### src/rtl/wvavg_pkg.sv
package wvavg_pkg;

	// Sizing
	localparam int MAX_ELEMENTS = 1024;
	localparam int MAX_VECTORS  = 256;
	localparam int ADDR_W       = $clog2(MAX_ELEMENTS);
	localparam int LEN_W        = 11;
	localparam int TALLY_W      = $clog2(MAX_VECTORS + 1);
	localparam int CNT_IN_W     = 21;
	localparam int COUNT_W      = CNT_IN_W - 1;
	localparam int VALUE_W      = 32;
	localparam int PROD_W       = COUNT_W + 1 + VALUE_W;
	localparam int SUM_W        = 61;
	localparam int TOTAL_W      = 29;
	localparam int NUM_W        = SUM_W + 1;
	localparam int DEN_W        = TOTAL_W + 1;
	localparam int STEP_W       = $clog2(NUM_W + 1);

	// Request kinds
	typedef enum logic [1:0] {
		ACT_START   = 2'd0,
		ACT_HEADER  = 2'd1,
		ACT_ELEMENT = 2'd2,
		ACT_READ    = 2'd3
	} action_t;

	// Result status, smaller nonzero code has priority
	typedef enum logic [2:0] {
		ST_OK         = 3'd0,
		ST_BAD_LEN    = 3'd1,
		ST_NEG_COUNT  = 3'd2,
		ST_ZERO_TOTAL = 3'd3,
		ST_TOO_MANY   = 3'd4
	} status_t;

	// Top level sequencer
	typedef enum logic [2:0] {
		S_IDLE,
		S_ACC,
		S_FETCH,
		S_DIV,
		S_FIN
	} ctl_state_t;

	// Divider sequencer
	typedef enum logic [1:0] {
		D_IDLE,
		D_PREP,
		D_RUN,
		D_DONE
	} div_state_t;

	// Keep the smallest nonzero code
	function automatic status_t merge_status(input status_t cur, input status_t code);
		if (cur == ST_OK || code < cur) begin
			return code;
		end
		return cur;
	endfunction

endpackage

### src/rtl/wvavg_div.sv
module wvavg_div (
	input  logic                                  clk,
	input  logic                                  arst_n,
	input  logic                                  start,
	input  logic signed [wvavg_pkg::SUM_W-1:0]    sum,
	input  logic [wvavg_pkg::TOTAL_W-1:0]         total,
	output logic                                  done,
	output logic signed [wvavg_pkg::VALUE_W-1:0]  avg
);
	import wvavg_pkg::*;

	div_state_t            state_q, state_d;
	logic                  neg_q;
	logic [SUM_W-1:0]      mag_q;
	logic [DEN_W-1:0]      den_q;
	logic [DEN_W-1:0]      rem_q;
	logic [NUM_W-1:0]      quo_q;
	logic [STEP_W-1:0]     step_q;
	logic [DEN_W:0]        shifted;
	logic                  fits;
	logic [DEN_W:0]        diff;

	// Restoring divide step: one quotient bit per cycle
	assign shifted = {rem_q, quo_q[NUM_W-1]};
	assign fits    = shifted >= {1'b0, den_q};
	assign diff    = shifted - {1'b0, den_q};

	// Next state
	always_comb begin
		state_d = state_q;
		done    = 1'b0;
		unique case (state_q)
			D_IDLE: begin
				if (start) begin
					state_d = D_PREP;
				end
			end
			D_PREP: state_d = D_RUN;
			D_RUN: begin
				if (step_q == STEP_W'(1)) begin
					state_d = D_DONE;
				end
			end
			D_DONE: begin
				done    = 1'b1;
				state_d = D_IDLE;
			end
			default: state_d = D_IDLE;
		endcase
	end

	always_ff @(posedge clk or negedge arst_n) begin
		if (!arst_n) begin
			state_q <= D_IDLE;
			step_q  <= '0;
		end else begin
			state_q <= state_d;
			if (state_q == D_PREP) begin
				step_q <= STEP_W'(NUM_W);
			end else if (state_q == D_RUN) begin
				step_q <= step_q - STEP_W'(1);
			end
		end
	end

	// Datapath: magnitude, rounding bias, shift-subtract
	always_ff @(posedge clk) begin
		unique case (state_q)
			D_IDLE: begin
				if (start) begin
					neg_q <= sum[SUM_W-1];
					mag_q <= sum[SUM_W-1] ? SUM_W'(-sum) : SUM_W'(sum);
					den_q <= {total, 1'b0};
				end
			end
			D_PREP: begin
				quo_q <= {mag_q, 1'b0} + NUM_W'(den_q[DEN_W-1:1]);
				rem_q <= '0;
			end
			D_RUN: begin
				rem_q <= fits ? diff[DEN_W-1:0] : shifted[DEN_W-1:0];
				quo_q <= {quo_q[NUM_W-2:0], fits};
			end
			default: begin
			end
		endcase
	end

	// Apply sign and saturate to the Q16.16 range
	always_comb begin
		if (neg_q) begin
			if ((|quo_q[NUM_W-1:VALUE_W]) || (quo_q[VALUE_W-1] && (|quo_q[VALUE_W-2:0]))) begin
				avg = {1'b1, {(VALUE_W-1){1'b0}}};
			end else begin
				avg = -$signed(quo_q[VALUE_W-1:0]);
			end
		end else begin
			if (|quo_q[NUM_W-1:VALUE_W-1]) begin
				avg = {1'b0, {(VALUE_W-1){1'b1}}};
			end else begin
				avg = $signed(quo_q[VALUE_W-1:0]);
			end
		end
	end

endmodule

### config.mk
export PLATFORM = sky130hd
export DESIGN_NAME = wvavg_div
export DESIGN_NICKNAME = d
export VERILOG_FILES = /design/src/rtl/wvavg_pkg.sv /design/src/rtl/wvavg_div.sv
export SDC_FILE = /design/constraint.sdc
export NUM_CORES = 1
export LEC_CHECK = 0
export ABC_CLOCK_PERIOD_IN_PS = 4900
export BUFFER_PORTS_ARGS = -buffer_cell sky130_fd_sc_hd__clkbuf_2
export CAP_MARGIN = 20
export CORE_MARGIN = 4
export CORE_UTILIZATION = 40
export DETAILED_ROUTE_END_ITERATION = 10
export PLACE_DENSITY = 0.67
export SETUP_SLACK_MARGIN = 0.02
export SYNTH_ARGS = -nofsm -noshare
export SYNTH_HDL_FRONTEND = slang
export SYNTH_SLANG_ARGS = --single-unit
### constraint.sdc
create_clock -name clk -period 4.9 [get_ports clk]
set_input_delay 0.245 -clock clk [delete_from_list [all_inputs] [get_ports clk]]
set_output_delay 0.245 -clock clk [all_outputs]
set_load 0.005 [all_outputs]
==> flow_summary.ini, run 1 <==
[sta]
maxSlewViolCount = 0
fin_ws_ns = 0.452
fin_crit_sh_pct = 90.8
hold_viol = 0
slew_headroom_pct = 26.2
period_needed_ns = 4.45
worstMarginPinSlew_ns = 1.11
finalClockSkew_ns = 0.0136
whs_ns = 0.0277
fmax_mhz = 225
setup_viol = 0
rsz0062_at_grt = no
fin_tns_setup_ns = 0

[clock_network]
cts-buffers-inserted = 17
cts_tree = built
htreeDepth = 4
clkTransAtPathRegs_ns = 0.06
cts_root_buf = clkbuf_16
post_cts_resized = 0
clk_latency_ns = 0.45
numClockSinks = 191
cts_buffer_depth = 2

[grt]
grt_pass1_wl_um = 57600
globalRouteOverflowTotal = 0
grt_max_degree = 74
antenna_found_initial = 0
globalRouteTotalUtil_pct = 19.7
grt_pass1_vias = 10600

[detailed_routing]
top_layer = met4
met3WireLength_um = 2030
drt-met1-wl_um = 18000
wirelength_um = 36400
firstDrtPassIters = 5
vias = 11400
dr.first_iter.drc_count = 986
detail-route-antenna-nets = 0
via_per_inst = 5.73
drc = 0
wl_met2_um = 15900
routedWlPerCell_um = 18.2

[run]
maxCapViolations = 0

[die]
start_util_pct = 40.9
row_count = 66
dieWidth_um = 191
die-area_um2 = 36500
ios = 126
coreArea_um2 = 32800
dieHeight_um = 191

[synth]
avgSynthCellArea_um2 = 9.40
synth.distinct_cells = 75
synth-edff-count = 183
synthArstFlopShare_pct = 4.19
ys.flop_type = edfxtp_1
syn_area_um2 = 13400
yosysSeqAreaShare_pct = 42.5
yosysWarnings = 0
synth_nets = 1586
yosys_register_bits = 191
syn_inst = 1425

[power]
power.density_nw_per_um2 = 594
vdd_drop_max_v = 0.000311
leakagePower_nw = 5.73

[final_layout]
n_antenna_cell = 0
fin_util_pct = 46.8
nNetsFinal = 1705
fillCellCount = 3160
layout_commonest_cell = edfxtp_1
drive_gt1_share_pct = 13.2
area_delta_synth_final_pct = 14.5
layout_common_cells = edfxtp_1, nand2_1, o21ai_0, clkbuf_2, xnor2_1

[placed_design]
gp_congestion = 0.895
dpl_worst_slack_ns = 0.935
io_buffers = 125
dp_hpwl_um = 27500

[critical_path]
cp_max_fo = 28
required_ns = 4.66
crit_chain = inv_1 > ha_1 > or3b_1 > or4_4 > nor4_4 > nand3_1 > a211o_1 > buf_4 > or2_0 > buf_6 > or3b_1 > nand3_1 > clkbuf_2
cp_num_buf_inv = 4
crit_family = simple AND/OR/NAND/NOR gates
cp-start-kind = register
max_stage_delay_ns = 0.55
worstPathArrival_ns = 4.20
slowest_stage = or4_4
crit_type = register to output pin
cp-end-kind = output pin

[min_path]
hp-class = input port to register

[run_status]
status = finished clean
## registers in the layout, summed over array words and instances (netlist names)
signal and count:
quo_q 62, mag_q 61, rem_q 30, den_q 29
step_q 6, state_q 2, neg_q 1
## metal layers
metal,GRT usage [%],vias up
met5,0,-
met4,4.75,0
met3,2.92,33
met2,29.6,378
met1,30.0,5465
li1,-,5568
## logic make-up after synthesis
group	after synthesis	share of synthesized area, %
multiplexers	14	1.12
adder cells (fa/ha/maj)	68	6.46
AND/OR/NAND/NOR	477	17.9
XOR/XNOR	131	8.56
flip-flops	191	42.5
buffers and inverters	134	3.94
AO/OA/AOI/OAI	410	19.5
## final timing paths
path / from / slack [ns] / cells past startpoint / end
max in group asynchronous: arst_n / 4.55 / 2 / step_q[1]$_DFFE_PN0P_
worst max-delay path: quo_q[1]$_DFFE_PP_ / 0.45 / 13 / avg[12]
worst min register to register: step_q[5]$_DFFE_PN0P_ / 0.54 / 2 / step_q[5]$_DFFE_PN0P_
worst min-delay path: total[1] / 0.03 / 1 / den_q[2]$_DFFE_PP_
worst max register to register: den_q[2]$_DFFE_PP_ / 1.09 / 9 / quo_q[61]$_DFFE_PP_
min in group asynchronous: arst_n / 0.17 / 2 / step_q[2]$_DFFE_PN0P_
## cells in the mapped netlist (8+ instances only)
cell type | count | area share, %
xor2_1 | 41 | 2.7
or4_1 | 11 | 0.62
nor2_1 | 67 | 1.9
clkbuf_1 | 58 | 1.6
a21oi_1 | 79 | 3.0
ha_1 | 66 | 6.2
or3_1 | 24 | 1.1
xnor2_1 | 90 | 5.9
o21ai_0 | 137 | 5.1
dfrtp_1 | 8 | 1.5
nor3_1 | 34 | 1.3
and3_1 | 12 | 0.56
nor4_1 | 22 | 1.0
o22ai_1 | 10 | 0.47
o31ai_1 | 27 | 1.5
nor2b_1 | 12 | 0.56
mux2_2 | 8 | 0.67
a211oi_1 | 14 | 0.78
o211ai_1 | 11 | 0.62
nand2_1 | 168 | 4.7
or2_2 | 12 | 0.56
edfxtp_1 | 183 | 41
a31oi_1 | 13 | 0.61
a21o_1 | 33 | 1.8
o21a_1 | 15 | 0.84
inv_1 | 66 | 1.8
nand4_1 | 21 | 0.98
o311ai_1 | 19 | 1.2
nand3_1 | 57 | 2.1
## timing repair
action	in CTS	in global routing
hold endpoints to repair	36	0
hold buffers	29	0
setup buffers	0	0
## area by class of cell
cell class	count	area [um^2]	area share [%]
inverters	66	248	1.61
well taps	442	553	3.60
multi-input cells	1100	7210	47.0
clock inverters	13	185	1.21
repair buffers	168	1020	6.68
flip-flops and latches	191	5700	37.1
clock buffers	18	429	2.80
## per-stage QoR
stage,cell area (um^2),power (W),cells
finish,15300,0.00912,1998
global route,15300,0.00980,1998
CTS,15300,0.00910,1998
detailed placement,14400,0.00757,1938
global placement,14400,0.00747,1937
floorplan,13400,0.00631,1425
## power by group
| part | switching, W | total (W) | leakage, nW | internal [W] |
|---|---|---|---|---|
| combinational | 0.00268 | 0.00426 | 3.59 | 0.00158 |
| sequential | 0.000560 | 0.00336 | 1.84 | 0.00280 |
| clock | 0.000649 | 0.00150 | 0.295 | 0.000855 |
(Power assumes the default switching activity.)
==> run 2, diff against run 1 <==
--- a/config.mk
+++ b/config.mk
@@ -11,7 +11,7 @@
 export CORE_MARGIN = 4
 export CORE_UTILIZATION = 40
 export DETAILED_ROUTE_END_ITERATION = 10
-export PLACE_DENSITY = 0.67
+export PLACE_DENSITY = 0.57
 export SETUP_SLACK_MARGIN = 0.02
 export SYNTH_ARGS = -nofsm -noshare
 export SYNTH_HDL_FRONTEND = slang
==> run 2 against run 1 <==
Against the previous run: routed wire length up 0.77%; worst hold slack improved by 0.0013 ns; critical path depth unchanged; cell area down 0.30%; sequential share of layout area up 0.11 points; critical path type unchanged.
==> flow_summary.ini, run 2 (synthesized netlist as in run 1, its figures left out) <==
[detailed_routing]
routedWlPerCell_um = 18.3
dr.first_iter.drc_count = 856
wirelength_um = 36700
drc = 0
via_per_inst = 5.61
vias = 11200
detail-route-antenna-nets = 0
firstDrtPassIters = 5

[final_layout]
area_delta_synth_final_pct = 14.2
largest_reg_flops = 62
layout_commonest_cell = edfxtp_1
regMostFlops = quo_q
fin_util_pct = 46.7
fillCellCount = 3170
fin_cells = 2000
n_antenna_cell = 0
drive_gt1_share_pct = 13.4
nNetsFinal = 1706
fin_area_um2 = 15300
layout_common_cells = edfxtp_1, nand2_1, o21ai_0, clkbuf_2, xnor2_1
reg_top3 = quo_q x62, mag_q x61, rem_q x30

[power]
power.density_nw_per_um2 = 588
vdd_drop_max_v = 0.000343
leakagePower_nw = 5.71

[clock_network]
cts_tree = built
htreeDepth = 4
clkTransAtPathRegs_ns = 0.08
cts-buffers-inserted = 17
post_cts_resized = 0
cts_buffer_depth = 2
clk_latency_ns = 0.45
cts_root_buf = clkbuf_16
numClockSinks = 191

[critical_path]
crit_type = register to output pin
cp-start-kind = register
cp-end-kind = output pin
worstPathArrival_ns = 4.09
slowest_stage = or4_4
required_ns = 4.66
crit_chain = inv_1 > ha_1 > or3b_1 > or4_4 > nor4_4 > nand3_1 > a211o_1 > buf_4 > or2_0 > buf_4 > or3b_1 > nand3_1 > clkbuf_2
max_stage_delay_ns = 0.54
cp_max_fo = 28

[run_status]
status = finished clean

[sta]
fin_crit_sh_pct = 88.5
hold_viol = 0
rsz0062_at_grt = no
slew_headroom_pct = 39.3
maxSlewViolCount = 0
finalClockSkew_ns = 0.0133
setup_viol = 0
whs_ns = 0.0290
period_needed_ns = 4.34
fmax_mhz = 231
fin_tns_setup_ns = 0
worstMarginPinSlew_ns = 0.909

[grt]
grt_pass1_vias = 10300
grt_max_degree = 61
globalRouteOverflowTotal = 0
grt_pass1_wl_um = 57900
globalRouteTotalUtil_pct = 20.0
antenna_found_initial = 1

[die]
dieHeight_um = 191
coreArea_um2 = 32800
ios = 126
dieWidth_um = 191
row_count = 66
die-area_um2 = 36500
start_util_pct = 40.9

[placed_design]
post_dp_cell_area_um2 = 14400
io_buffers = 125
numPlacedInstances = 1938
dp_hpwl_um = 27600
gp_congestion = 0.887

[run]
maxCapViolations = 0

[min_path]
hp-class = input port to register
[run 2: path summary, 6_finish.rpt]
| check | startpoint | endpoint | slack, ns | cells after the start |
|---|---|---|---|---|
| max reg2reg | den_q[2]$_DFFE_PP_ | quo_q[61]$_DFFE_PP_ | 1.08 | 9 |
| min reg2reg | step_q[5]$_DFFE_PN0P_ | step_q[5]$_DFFE_PN0P_ | 0.53 | 2 |
| max | quo_q[0]$_DFFE_PP_ | avg[12] | 0.56 | 13 |
| max in group asynchronous | arst_n | step_q[0]$_DFFE_PN0P_ | 4.52 | 2 |
| min in group asynchronous | arst_n | step_q[2]$_DFFE_PN0P_ | 0.19 | 2 |
| min | sum[0] | mag_q[0]$_DFFE_PP_ | 0.03 | 1 |
[run 2: per-stage QoR]
stage                     total power [W]  setup WS (ns)
after floorplan                   0.00631           1.43
after global placement            0.00755           1.11
after detailed placement          0.00761           1.05
after CTS                         0.00902          0.545
after global routing              0.00971          0.303
final                             0.00900          0.563
[run 2: where the power goes]
part / switching, W / total (W) / leakage [nW] / internal (W)
Clock: 0.000666 / 0.00138 / 0.271 / 0.000715
Sequential: 0.000566 / 0.00336 / 1.84 / 0.00280
Combinational: 0.00268 / 0.00426 / 3.60 / 0.00158
[run 2: layout make-up]
cell class	count	area, um^2	share of cell area [%]
clock buffers	19	433	2.83
well taps	442	553	3.61
flip-flops and latches	191	5700	37.2
inverters	66	248	1.62
clock inverters	13	129	0.842
multi-input cells	1100	7210	47.1
repair buffers	169	1030	6.74
[run 2: metal layers]
metal	share of wire [%]	vias to the layer above	GRT usage, %
li1	-	5570	-
met4	1.6	0	5.30
met5	0	-	0
met1	51	5293	31.3
met3	6.0	31	3.41
met2	42	329	28.5
[run 2: worst max-delay path: cells and delay by family (launching register included)]
family                     cells  cell delay [ns]
buffers and inverters          4             0.68
adders and majority gates      1             0.19
and+or+nand+nor                7             2.03
DFF                            1             0.43
AOI/OAI and AO/OA              1             0.31
[run 2: repair_timing]
item,in CTS,in global routing
endpoints found under the hold margin,37,0
buffers inserted,0,0
hold buffers,30,0
==> run 3, diff against run 2 <==
--- a/config.mk
+++ b/config.mk
@@ -5,13 +5,15 @@
 export SDC_FILE = /design/constraint.sdc
 export NUM_CORES = 1
 export LEC_CHECK = 0
+export ABC_AREA = 0
 export ABC_CLOCK_PERIOD_IN_PS = 4900
 export BUFFER_PORTS_ARGS = -buffer_cell sky130_fd_sc_hd__clkbuf_2
 export CAP_MARGIN = 20
+export CORE_ASPECT_RATIO = 0.8
 export CORE_MARGIN = 4
-export CORE_UTILIZATION = 40
+export CORE_UTILIZATION = 35
 export DETAILED_ROUTE_END_ITERATION = 10
-export PLACE_DENSITY = 0.57
+export PLACE_DENSITY = 0.51
 export SETUP_SLACK_MARGIN = 0.02
 export SYNTH_ARGS = -nofsm -noshare
 export SYNTH_HDL_FRONTEND = slang
==> run 3 against run 2 <==
Against the previous run: sequential power about the same; cell area is 0.77% higher; critical path depth is 1 lower; critical path type unchanged; sequential share of layout area shrank 0.28 points; fmax shrank 3.8%; routed wire length is 7.0% higher.
==> flow_summary.ini, run 3 (synthesized netlist as in run 1, its figures left out) <==
[grt]
grt_pass1_vias = 10300
use_met3_pct = 4.02
grt_pass1_wl_um = 61000
met2_usage_pct = 24.3
use_met1_pct = 31.3
antenna_found_initial = 1
grt_max_degree = 73
globalRouteOverflowTotal = 0
grt.busiest_layer = met1
globalRouteTotalUtil_pct = 18.7

[detailed_routing]
dr.first_iter.drc_count = 1253
drc = 0
vias = 11300
wirelength_um = 39200
detail-route-antenna-nets = 0
via_per_inst = 5.53
routedWlPerCell_um = 19.2
firstDrtPassIters = 5

[sta]
fin_tns_setup_ns = 0
finalClockSkew_ns = 0.0143
worstMarginPinSlew_ns = 0.987
period_needed_ns = 4.51
hold_viol = 0
rsz0062_at_grt = no
slew_headroom_pct = 34.2
fin_crit_sh_pct = 92.0
setup_viol = 0
fmax_mhz = 222
maxSlewViolCount = 0

[final_layout]
largest_reg_flops = 62
n_antenna_cell = 0
nNetsFinal = 1704
reg_top3 = quo_q x62, mag_q x61, rem_q x30
regMostFlops = quo_q
area_delta_synth_final_pct = 15.1
layout_common_cells = edfxtp_1, nand2_1, o21ai_0, clkbuf_2, xnor2_1
fin_util_pct = 41.2
drive_gt1_share_pct = 13.2
layout_commonest_cell = edfxtp_1

[die]
row_count = 63
dieWidth_um = 227
coreArea_um2 = 37400
start_util_pct = 35.8
die-area_um2 = 41500
ios = 126
dieHeight_um = 183

[clock_network]
clkTransAtPathRegs_ns = 0.07
numClockSinks = 191
post_cts_buffers = 0
htreeDepth = 4
post_cts_resized = 0
holdBufCountCts = 29
cts_root_buf = clkbuf_16
cts_tree = built
cts_buffer_depth = 2
cts-buffers-inserted = 17
clk_latency_ns = 0.46

[placed_design]
dp_hpwl_um = 29400
gp_congestion = 0.864
io_buffers = 125

[power]
power.density_nw_per_um2 = 602
vdd_drop_max_v = 0.000409
leakagePower_nw = 5.74

[critical_path]
required_ns = 4.66
crit_type = register to output pin
cp_max_fo = 28
cp-start-kind = register
cp-end-kind = output pin
worstPathArrival_ns = 4.26

[min_path]
hp-class = input port to register

[run]
maxCapViolations = 0

[run_status]
status = finished clean
run 3: where the power goes:
part | total (W) | internal [W] | switching [W]
logic | 0.00433 | 0.00158 | 0.00275
clock network | 0.00157 | 0.000906 | 0.000661
registers | 0.00339 | 0.00280 | 0.000590
run 3: final cells by class:
cell class / instances / area [um^2]
Timing Repair Buffer: 167 / 1020
Tap cell: 487 / 609
Clock buffer: 18 / 429
Clock inverter: 13 / 209
Fill cell: 3744 / 22000
Sequential cell: 191 / 5700
Inverter: 66 / 248
Multi-Input combinational cell: 1100 / 7210
run 3: path summary, 6_finish.rpt:
kind                                  startpoint                endpoint  slack, ns  depth (start not counted)
min in group asynchronous                 arst_n  state_q[0]$_DFFE_PN0P_       0.18                          2
min                                       sum[0]      mag_q[0]$_DFFE_PP_       0.03                          1
min reg2reg                step_q[5]$_DFFE_PN0P_   step_q[5]$_DFFE_PN0P_       0.53                          2
max in group asynchronous                 arst_n   step_q[1]$_DFFE_PN0P_       4.53                          2
max                           quo_q[1]$_DFFE_PP_                 avg[12]       0.39                         12
max reg2reg                   den_q[2]$_DFFE_PP_     quo_q[61]$_DFFE_PP_       1.10                          9
run 3: layer usage:
metal / part of all wire, % / routed length, um / up-vias
li1: - / - / 5569
met1: 54 / 21300 / 5333
met2: 38 / 15000 / 362
met3: 6.4 / 2510 / 26
met4: 1.0 / 399 / 0
met5: 0 / 0 / -
run 3: worst max-delay path: stages (launching register included):
cell	delay [ns]
edfxtp_1	0.46
inv_1	0.09
ha_1	0.18
or3b_1	0.43
or4_4	0.55
nor4_4	0.28
nand3_1	0.12
a211o_1	0.60
or2_0	0.32
buf_4	0.21
or3b_1	0.36
nand3_1	0.08
clkbuf_2	0.14
run 3: through the flow:
stage | area, um^2 | setup slack, ns | total power [W] | instances | hold WS (ns)
2_1_floorplan | 13400 | 1.43 | 0.00631 | 1425 | -0.0506
3_3_place_gp | 14500 | 0.949 | 0.00766 | 1981 | 0.112
3_5_place_dp | 14500 | 0.863 | 0.00768 | 1981 | 0.114
4_1_cts | 15400 | 0.368 | 0.00930 | 2041 | 0.00314
5_1_grt | 15400 | 0.0750 | 0.00998 | 2042 | 0.0139
6_report | 15400 | 0.391 | 0.00928 | 2042 | 0.0307
